## src/rtl/stpf_pkg.sv

```systemverilog
`timescale 1ns / 1ps
// ----------------------------------------------------------------------------
// stpf_pkg
// Shared types, op codes, controller/datapath command and status structs,
// and the 5x7 font table for the page frame store text renderer.
// ----------------------------------------------------------------------------
package stpf_pkg;

    localparam int GLYPH_COLS   = 5;
    localparam int GLYPH_ROWS   = 7;
    localparam int LETTER_COUNT = 26;
    localparam int GLYPH_COUNT  = 36;
    localparam int PAGE_ROWS    = 8;
    localparam int PAGE_W       = 3;
    localparam int ADDR_CMP_W   = 12;

    localparam logic [7:0] CHAR_COLON  = 8'h3a;
    localparam logic [7:0] CHAR_DASH   = 8'h2d;
    localparam logic [7:0] CHAR_DOT    = 8'h2e;
    localparam logic [7:0] CHAR_0      = 8'h30;
    localparam logic [7:0] CHAR_9      = 8'h39;
    localparam logic [7:0] CHAR_UC_A   = 8'h41;
    localparam logic [7:0] CHAR_UC_Z   = 8'h5a;
    localparam logic [7:0] CHAR_LC_A   = 8'h61;
    localparam logic [7:0] CHAR_LC_Z   = 8'h7a;
    localparam logic [7:0] CASE_OFFSET = 8'h20;

    typedef enum logic [1:0] {
        OP_CLEAR = 2'd0,
        OP_DRAW  = 2'd1,
        OP_READ  = 2'd2,
        OP_NONE  = 2'd3
    } t_op;

    typedef logic [0:GLYPH_COLS-1][GLYPH_ROWS-1:0] t_glyph;

    typedef struct packed {
        logic ready;
        logic sweep_wr;
        logic mem_rd_item;
        logic setup;
        logic page_first;
        logic page_next;
        logic col_step;
        logic mem_rd_draw;
        logic mem_wr_draw;
        logic respond;
    } t_cmd;

    typedef struct packed {
        logic in_fire;
        t_op  op;
        logic sweep_last;
        logic drop;
        logic col_ok;
        logic col_last;
        logic page_last;
        logic out_free;
    } t_sts;

    localparam t_glyph GLYPH_BLANK = {7'h00, 7'h00, 7'h00, 7'h00, 7'h00};
    localparam t_glyph GLYPH_COLON = {7'h00, 7'h36, 7'h36, 7'h00, 7'h00};
    localparam t_glyph GLYPH_DASH  = {7'h08, 7'h08, 7'h08, 7'h08, 7'h08};
    localparam t_glyph GLYPH_DOT   = {7'h00, 7'h60, 7'h60, 7'h00, 7'h00};

    localparam t_glyph FONT_TABLE [GLYPH_COUNT] = '{
        {7'h7e, 7'h11, 7'h11, 7'h11, 7'h7e}, {7'h7f, 7'h49, 7'h49, 7'h49, 7'h36},
        {7'h3e, 7'h41, 7'h41, 7'h41, 7'h22}, {7'h7f, 7'h41, 7'h41, 7'h22, 7'h1c},
        {7'h7f, 7'h49, 7'h49, 7'h49, 7'h41}, {7'h7f, 7'h09, 7'h09, 7'h09, 7'h01},
        {7'h3e, 7'h41, 7'h49, 7'h49, 7'h7a}, {7'h7f, 7'h08, 7'h08, 7'h08, 7'h7f},
        {7'h00, 7'h41, 7'h7f, 7'h41, 7'h00}, {7'h20, 7'h40, 7'h41, 7'h3f, 7'h01},
        {7'h7f, 7'h08, 7'h14, 7'h22, 7'h41}, {7'h7f, 7'h40, 7'h40, 7'h40, 7'h40},
        {7'h7f, 7'h02, 7'h0c, 7'h02, 7'h7f}, {7'h7f, 7'h04, 7'h08, 7'h10, 7'h7f},
        {7'h3e, 7'h41, 7'h41, 7'h41, 7'h3e}, {7'h7f, 7'h09, 7'h09, 7'h09, 7'h06},
        {7'h3e, 7'h41, 7'h51, 7'h21, 7'h5e}, {7'h7f, 7'h09, 7'h19, 7'h29, 7'h46},
        {7'h46, 7'h49, 7'h49, 7'h49, 7'h31}, {7'h01, 7'h01, 7'h7f, 7'h01, 7'h01},
        {7'h3f, 7'h40, 7'h40, 7'h40, 7'h3f}, {7'h1f, 7'h20, 7'h40, 7'h20, 7'h1f},
        {7'h3f, 7'h40, 7'h38, 7'h40, 7'h3f}, {7'h63, 7'h14, 7'h08, 7'h14, 7'h63},
        {7'h07, 7'h08, 7'h70, 7'h08, 7'h07}, {7'h61, 7'h51, 7'h49, 7'h45, 7'h43},
        {7'h3e, 7'h51, 7'h49, 7'h45, 7'h3e}, {7'h00, 7'h42, 7'h7f, 7'h40, 7'h00},
        {7'h42, 7'h61, 7'h51, 7'h49, 7'h46}, {7'h21, 7'h41, 7'h45, 7'h4b, 7'h31},
        {7'h18, 7'h14, 7'h12, 7'h7f, 7'h10}, {7'h27, 7'h45, 7'h45, 7'h45, 7'h39},
        {7'h3c, 7'h4a, 7'h49, 7'h49, 7'h30}, {7'h01, 7'h71, 7'h09, 7'h05, 7'h03},
        {7'h36, 7'h49, 7'h49, 7'h49, 7'h36}, {7'h06, 7'h49, 7'h49, 7'h29, 7'h1e}
    };

    function automatic t_glyph glyph_of(input logic [7:0] code);
        logic [7:0] folded;
        t_glyph     g;
        folded = ((code >= CHAR_LC_A) && (code <= CHAR_LC_Z)) ? code - CASE_OFFSET : code;
        priority if (code == CHAR_COLON) begin
            g = GLYPH_COLON;
        end else if (code == CHAR_DASH) begin
            g = GLYPH_DASH;
        end else if (code == CHAR_DOT) begin
            g = GLYPH_DOT;
        end else if ((folded >= CHAR_UC_A) && (folded <= CHAR_UC_Z)) begin
            g = FONT_TABLE[6'(folded - CHAR_UC_A)];
        end else if ((folded >= CHAR_0) && (folded <= CHAR_9)) begin
            g = FONT_TABLE[6'(folded - CHAR_0) + 6'(LETTER_COUNT)];
        end else begin
            g = GLYPH_BLANK;
        end
        return g;
    endfunction

endpackage

```

## src/rtl/stpf_ctrl.sv

```systemverilog
`timescale 1ns / 1ps
// ----------------------------------------------------------------------------
// stpf_ctrl
// Sequencer: store clearing sweep, byte read, and the glyph
// read-modify-write walk over columns and pages.
// ----------------------------------------------------------------------------
module stpf_ctrl import stpf_pkg::*; (
    input  logic i_clk,
    input  logic i_rst_n,
    input  t_sts i_sts,
    output t_cmd o_cmd
);

    typedef enum logic [9:0] {
        S_INIT   = 10'b00_0000_0001,
        S_IDLE   = 10'b00_0000_0010,
        S_DECODE = 10'b00_0000_0100,
        S_CLEAR  = 10'b00_0000_1000,
        S_READ   = 10'b00_0001_0000,
        S_SETUP  = 10'b00_0010_0000,
        S_COL    = 10'b00_0100_0000,
        S_RD     = 10'b00_1000_0000,
        S_WR     = 10'b01_0000_0000,
        S_RESP   = 10'b10_0000_0000
    } t_state;

    t_state r_state;
    t_state n_state;

    always_ff @(posedge i_clk) begin
        if (!i_rst_n) begin
            r_state <= S_INIT;
        end else begin
            r_state <= n_state;
        end
    end

    always_comb begin
        n_state = r_state;
        o_cmd   = '0;
        unique case (r_state)
            S_INIT: begin
                o_cmd.sweep_wr = 1'b1;
                if (i_sts.sweep_last) begin
                    n_state = S_IDLE;
                end
            end
            S_IDLE: begin
                o_cmd.ready = 1'b1;
                if (i_sts.in_fire) begin
                    n_state = S_DECODE;
                end
            end
            S_DECODE: begin
                unique case (i_sts.op)
                    OP_CLEAR: n_state = S_CLEAR;
                    OP_DRAW:  n_state = S_SETUP;
                    OP_READ:  n_state = S_READ;
                    OP_NONE:  n_state = S_RESP;
                    default:  n_state = S_RESP;
                endcase
            end
            S_CLEAR: begin
                o_cmd.sweep_wr = 1'b1;
                if (i_sts.sweep_last) begin
                    n_state = S_RESP;
                end
            end
            S_READ: begin
                o_cmd.mem_rd_item = 1'b1;
                n_state           = S_RESP;
            end
            S_SETUP: begin
                o_cmd.setup = 1'b1;
                n_state     = i_sts.drop ? S_RESP : S_COL;
            end
            S_COL: begin
                if (i_sts.col_ok) begin
                    o_cmd.page_first = 1'b1;
                    n_state          = S_RD;
                end else begin
                    o_cmd.col_step = 1'b1;
                    n_state        = i_sts.col_last ? S_RESP : S_COL;
                end
            end
            S_RD: begin
                o_cmd.mem_rd_draw = 1'b1;
                n_state           = S_WR;
            end
            S_WR: begin
                o_cmd.mem_wr_draw = 1'b1;
                if (i_sts.page_last) begin
                    o_cmd.col_step = 1'b1;
                    n_state        = i_sts.col_last ? S_RESP : S_COL;
                end else begin
                    o_cmd.page_next = 1'b1;
                    n_state         = S_RD;
                end
            end
            S_RESP: begin
                if (i_sts.out_free) begin
                    o_cmd.respond = 1'b1;
                    n_state       = S_IDLE;
                end
            end
            default: begin
                n_state = S_INIT;
            end
        endcase
    end

endmodule

```

## config.mk

```make
export PLATFORM = sky130hd
export DESIGN_NAME = stpf_ctrl
export DESIGN_NICKNAME = d
export VERILOG_FILES = /design/src/rtl/stpf_pkg.sv /design/src/rtl/stpf_ctrl.sv
export SDC_FILE = /design/constraint.sdc
export NUM_CORES = 1
export LEC_CHECK = 0
export ABC_AREA = 1
export ABC_CLOCK_PERIOD_IN_PS = 1840
export BUFFER_PORTS_ARGS = -buffer_cell sky130_fd_sc_hd__clkbuf_2
export CAP_MARGIN = 20
export CORE_MARGIN = 2
export CORE_UTILIZATION = 55
export DETAILED_ROUTE_END_ITERATION = 7
export PLACE_DENSITY = 0.82
export SETUP_SLACK_MARGIN = 0.05
export SYNTH_ARGS = -nofsm -noshare
export SYNTH_HDL_FRONTEND = slang
export SYNTH_SLANG_ARGS = --single-unit
```

## constraint.sdc

```tcl
create_clock -name i_clk -period 1.84 [get_ports i_clk]
set_input_delay 0.092 -clock i_clk [delete_from_list [all_inputs] [get_ports i_clk]]
set_output_delay 0.092 -clock i_clk [all_outputs]
set_load 0.05 [all_outputs]
```

Yosys cells after proc, flatten, opt, wreduce, memory -nomap -nowiden

Index checks and enable logic that the tools add are counted.

Input port bits: 11
Word-level logic and storage cells: 46
Register bits after elaboration: 10
Output and inout bits: 10

Eq/ne operators: 17
Muxes and demuxes: 25
Reductions and logical operators: 3

Operator list:

| cell                                                                    | count |
|---|---|
| 10-bit case mux with 10 select lines                                    | 1 |
| 10-bit 2-to-1 mux                                                       | 8 |
| 10-bit case mux with 4 select lines                                     | 1 |
| 1-bit 2-to-1 mux                                                        | 14 |
| 10-bit by 1-bit equality test with 1-bit output (second input constant) | 1 |
| 10-bit equality test (second input constant)                            | 1 |
| 10-bit by 2-bit equality test with 1-bit output (second input constant) | 1 |
| 10-bit by 3-bit equality test with 1-bit output (second input constant) | 1 |
| 10-bit by 4-bit equality test with 1-bit output (second input constant) | 1 |
| 10-bit by 5-bit equality test with 1-bit output (second input constant) | 1 |
| 10-bit by 6-bit equality test with 1-bit output (second input constant) | 1 |
| 10-bit by 7-bit equality test with 1-bit output (second input constant) | 1 |
| 10-bit by 8-bit equality test with 1-bit output (second input constant) | 1 |
| 10-bit by 9-bit equality test with 1-bit output (second input constant) | 1 |
| 2-bit inequality test (second input constant)                           | 4 |
| 2-bit equality test (second input constant)                             | 2 |
| 4-bit AND reduction                                                     | 1 |
| 2-bit by 1-bit equality test with 1-bit output (second input constant)  | 1 |
| 2-bit logical NOT                                                       | 1 |
| 1-bit case mux with 2 select lines                                      | 1 |
| 2-bit OR reduction                                                      | 1 |

Longest topological paths before layout

Depth after elaboration: 3
Gate-level depth with buffers: 11
Mapped depth without buffers: 11

Least setup slack after synthesis

Ideal clock, no wire load.

Path kind: register -> register
Start point: reg r_state[9]
End point: reg r_state[0]
Clock period less this slack: 2146 ps
Data required time: 1728 ps
Stages on the path, launching flop included: 9
Path buffers: 0
Data arrival time: 2033 ps
Setup time: 112 ps
Setup slack: -306 ps
Cells stage by stage: dfxtp_1 -> nor2_4 -> nand2_1 -> nor3_1 -> a21oi_1 -> nand3_1 -> nand2_1 -> nand2_1 -> nand2_1

Cells in the longest elaborated chain, start to end: 3
Elaborated cells between the ends (all ways): 16
Classes of those cells: eq/ne: 14; mux: 1; reduce/logical: 1

RTL lines:

| element                                                                 | line            | source |
|---|---|---|
| start, declared                                                         | stpf_ctrl.sv:27 | `t_state r_state;` |
| start signal, assigned                                                  | stpf_ctrl.sv:34 | `r_state <= n_state;` |
| 10-bit by 2-bit equality test with 1-bit output (tied with other cells) | stpf_ctrl.sv:41 | `unique case (r_state)` |
| 2-bit inequality test (no line)                                         | n/a             |  |
| 4-bit AND reduction (no line)                                           | n/a             |  |

Parallel ways exist; a longest one is shown, timed or not.
A chain may end at the register's enable or synchronous reset.

==> impl_metrics.py <==
metrics = {
    "floorplan": {
        "die_h_microns": 43.45,
        "core_sq_um": 1489,
        "die_x_microns": 43.45,
        "initial_utilization": 0.5748,
        "floorplan.die_area_sq_um": 1887,
        "fp-row-count": 14,
        "ios": 21,
    },
    "sta": {
        "setup_viol": 0,
        "hold_slack_ps": 5.782,
        "fmax_ghz": 0.5930,
        "worst_slew_pin_slew_ps": 293.0,
        "skew_ps": 6.740,
        "finalCritPeriodShare": 0.9164,
        "period_minus_slack_ps": 1686,
        "maxSlewHeadroom": 0.8029,
        "slew_viol_final": 0,
        "tns_ps": 0,
        "rsz0062_at_grt": "no",
        "final.setup.worst_slack_ps": 153.8,
        "hold_violations": 0,
    },
    "outcome": {
        "status": "complete, no violations",
    },
    "critical_path": {
        "endpoint_kind": "primary output",
        "slowest_stage": "dfxtp_1",
        "cp_max_fo": 8,
        "crit_buf_inv": 2,
        "worst_setup_path_start_kind": "flip-flop",
        "cp_top_family": "simple AND/OR/NAND/NOR gates",
        "critPathArrivalTime_ps": 1590,
        "worstPathRequired_ps": 1750,
        "critical_path_class": "reg2out",
        "path_cells": "nor2_4 > nand2_2 > nor2_4 > nand2_2 > inv_2 > nand2_1 > o21ai_2 > clkbuf_4",
        "slowest_delay_ps": 350,
    },
    "synthesis": {
        "yosys.area.top_type": "dfxtp_1",
        "synth_area_leaders": "dfxtp_1, nand2_1, inv_1",
        "synth.top_cell.area_share": 0.2339,
        "synthDistinctLibCells": 23,
        "synthAdderAreaFrac": 0,
        "synth_top_family_by_area": "simple AND/OR/NAND/NOR gates",
        "synth_xor_area_frac": 0,
        "yosys_warnings": 0,
        "synth-seq-cells": 10,
        "seq_area_frac_synth": 0.2339,
        "syn_avg_cell_area_sq_um": 5.822,
        "syn_inst": 147,
        "synthSimpleGateAreaFrac": 0.5556,
        "synth_mux_area_frac": 0,
        "syn_area_sq_um": 855.8,
        "synth_fp_nets": 158,
        "synth_compound_area_frac": 0.06725,
    },
    "power_and_ir_drop": {
        "peakVddDrop_v": 0.0006579,
        "p_comb_frac": 0.499,
        "power.share.clock": 0.226,
        "p_int_mw": 0.5013,
        "p_leak_nw": 0.6035,
        "p_sw_mw": 0.4338,
        "powerDensity_nw_per_um2": 901.5,
        "seq_power_share": 0.275,
        "p_sw_frac": 0.4639,
    },
    "clock_network": {
        "clk_pin_slew_ps": 80,
        "clk_path_buf_depth": 2,
        "root_buffer": "clkbuf_4",
        "cts_tree": "yes",
        "htreeDepth": 1,
        "worstSkewPairLatency_ps": 280,
        "cts.sink_count": 10,
        "cts_buffers": 3,
    },
    "detailed_routing": {
        "drt_iter0_drc": 31,
        "wl_met1_microns": 937,
        "wl_per_cell_microns": 11.44,
        "via_per_inst": 5.159,
        "dr.pass1.iters": 4,
        "wl_met2_microns": 1070,
        "wirelength_microns": 2162,
        "final_antenna_net_count": 0,
        "vias": 975,
        "drc_errors": 0,
        "route.met3.wl_microns": 96,
        "highest_layer": "met4",
    },
    "finish": {
        "area_growth_pct": 21.20,
        "final_util": 0.6966,
        "regMostFlops": "r_state",
        "diodes": 0,
        "nets": 185,
        "drive_above_1_share": 0.3006,
        "top_regs": "r_state (10)",
        "largest_register_ffs": 10,
        "nFillCells": 130,
    },
    "hold_path": {
        "hold_class": "in2reg",
    },
    "global_routing": {
        "grt_usage": 0.2631,
        "first_global_vias": 968,
        "grt_pass1_wl_microns": 3746,
        "grt-ovfl-total": 0,
        "antenna_found_initial": 0,
        "grt_max_degree": 10,
    },
    "placed_design": {
        "place_hpwl_microns": 1737,
        "portBuffers": 20,
        "pre_cts_ws_ps": 375.8,
        "gp_congestion": 0.9273,
    },
    "flow_run": {
        "drv_cap": 0,
    },
}
## per-layer routing
metal  GRT usage  vias to the layer above
met5           0                        -
met4      0.1091                        0
met3     0.03750                        7
met2      0.4776                       28
met1      0.3061                      437
li1            -                      503
## cells in the final DEF (no fill, tap or decap), types with 2 or more instances in the layout
cell type,synthesis,final
a21oi_1,3,3
nor2_1,25,25
nor3_1,5,4
nor2_4,5,5
nand2_2,7,7
clkbuf_2,0,17
nand3_1,12,12
dfxtp_1,10,10
inv_2,5,5
buf_4,0,2
nand2_1,33,33
inv_1,26,26
clkbuf_4,0,5
nor2_2,3,3
nor4_1,2,2
## worst paths after layout
kind,start,to,slack (ps),cells past startpoint
worst max-delay path,r_state[5],o_cmd[3],150,8
worst min-delay path,i_sts[6],r_state[4],6,2
worst max register to register,r_state[5],r_state[0],410,10
worst min register to register,r_state[3],r_state[3],510,2
## stage by stage
| stage | cell area (sq um) | std cells | total power, mW |
|---|---|---|---|
| global placement | 980.9 | 183 | 0.7144 |
| global route | 1037 | 189 | 0.9974 |
| finish | 1037 | 189 | 0.9351 |
| CTS | 1017 | 187 | 0.9269 |
| floorplan | 860.8 | 147 | 0.6289 |
| detailed placement | 980.9 | 183 | 0.7225 |
## kinds of logic (layout without fill, tap and decap cells)
| logic type | count (synthesis) | in the layout |
|---|---|---|
| compound gates | 9 | 9 |
| flops | 10 | 10 |
| simple gates | 96 | 96 |
| buf+inv | 32 | 58 |
## cell usage after synthesis
cell,number
o21ai_2,1
a21oi_2,1
nand3_2,1
nor2_2,3
o21ai_0,1
nor2_1,25
inv_1,26
nand4_1,1
nand3_4,1
nand2_2,7
inv_4,1
dfxtp_1,10
nand3b_1,1
inv_2,5
nand2_1,33
nor3_1,5
o21a_1,1
nand3_1,12
a21o_1,1
o21ai_1,1
a21oi_1,3
nor4_1,2
nor2_4,5
## power by group through the flow
stage / Combinational [mW] / Sequential (mW) / Clock, mW
3_5_place_dp: 0.462 / 0.260 / 0
2_1_floorplan: 0.372 / 0.257 / 0
5_1_grt: 0.524 / 0.258 / 0.215
4_1_cts: 0.464 / 0.256 / 0.207
3_3_place_gp: 0.455 / 0.259 / 0
6_report: 0.466 / 0.257 / 0.211
## what timing repair did
action                     4_1_cts  5_1_grt
setup endpoints to repair        0        3
buffers inserted                 0        2
hold buffers                     0        0
resized for setup                0        5
## area by class of cell
type                    instances  area [sq um]  area share
well taps                      16         20.02     0.01930
repair buffers                 22         120.1      0.1158
inverters                      32         122.6      0.1182
flip-flops and latches         10         200.2      0.1930
clock buffers                   4         36.28     0.03498
multi-input cells             105         538.0      0.5187
Power figures use the tool's default switching activity.
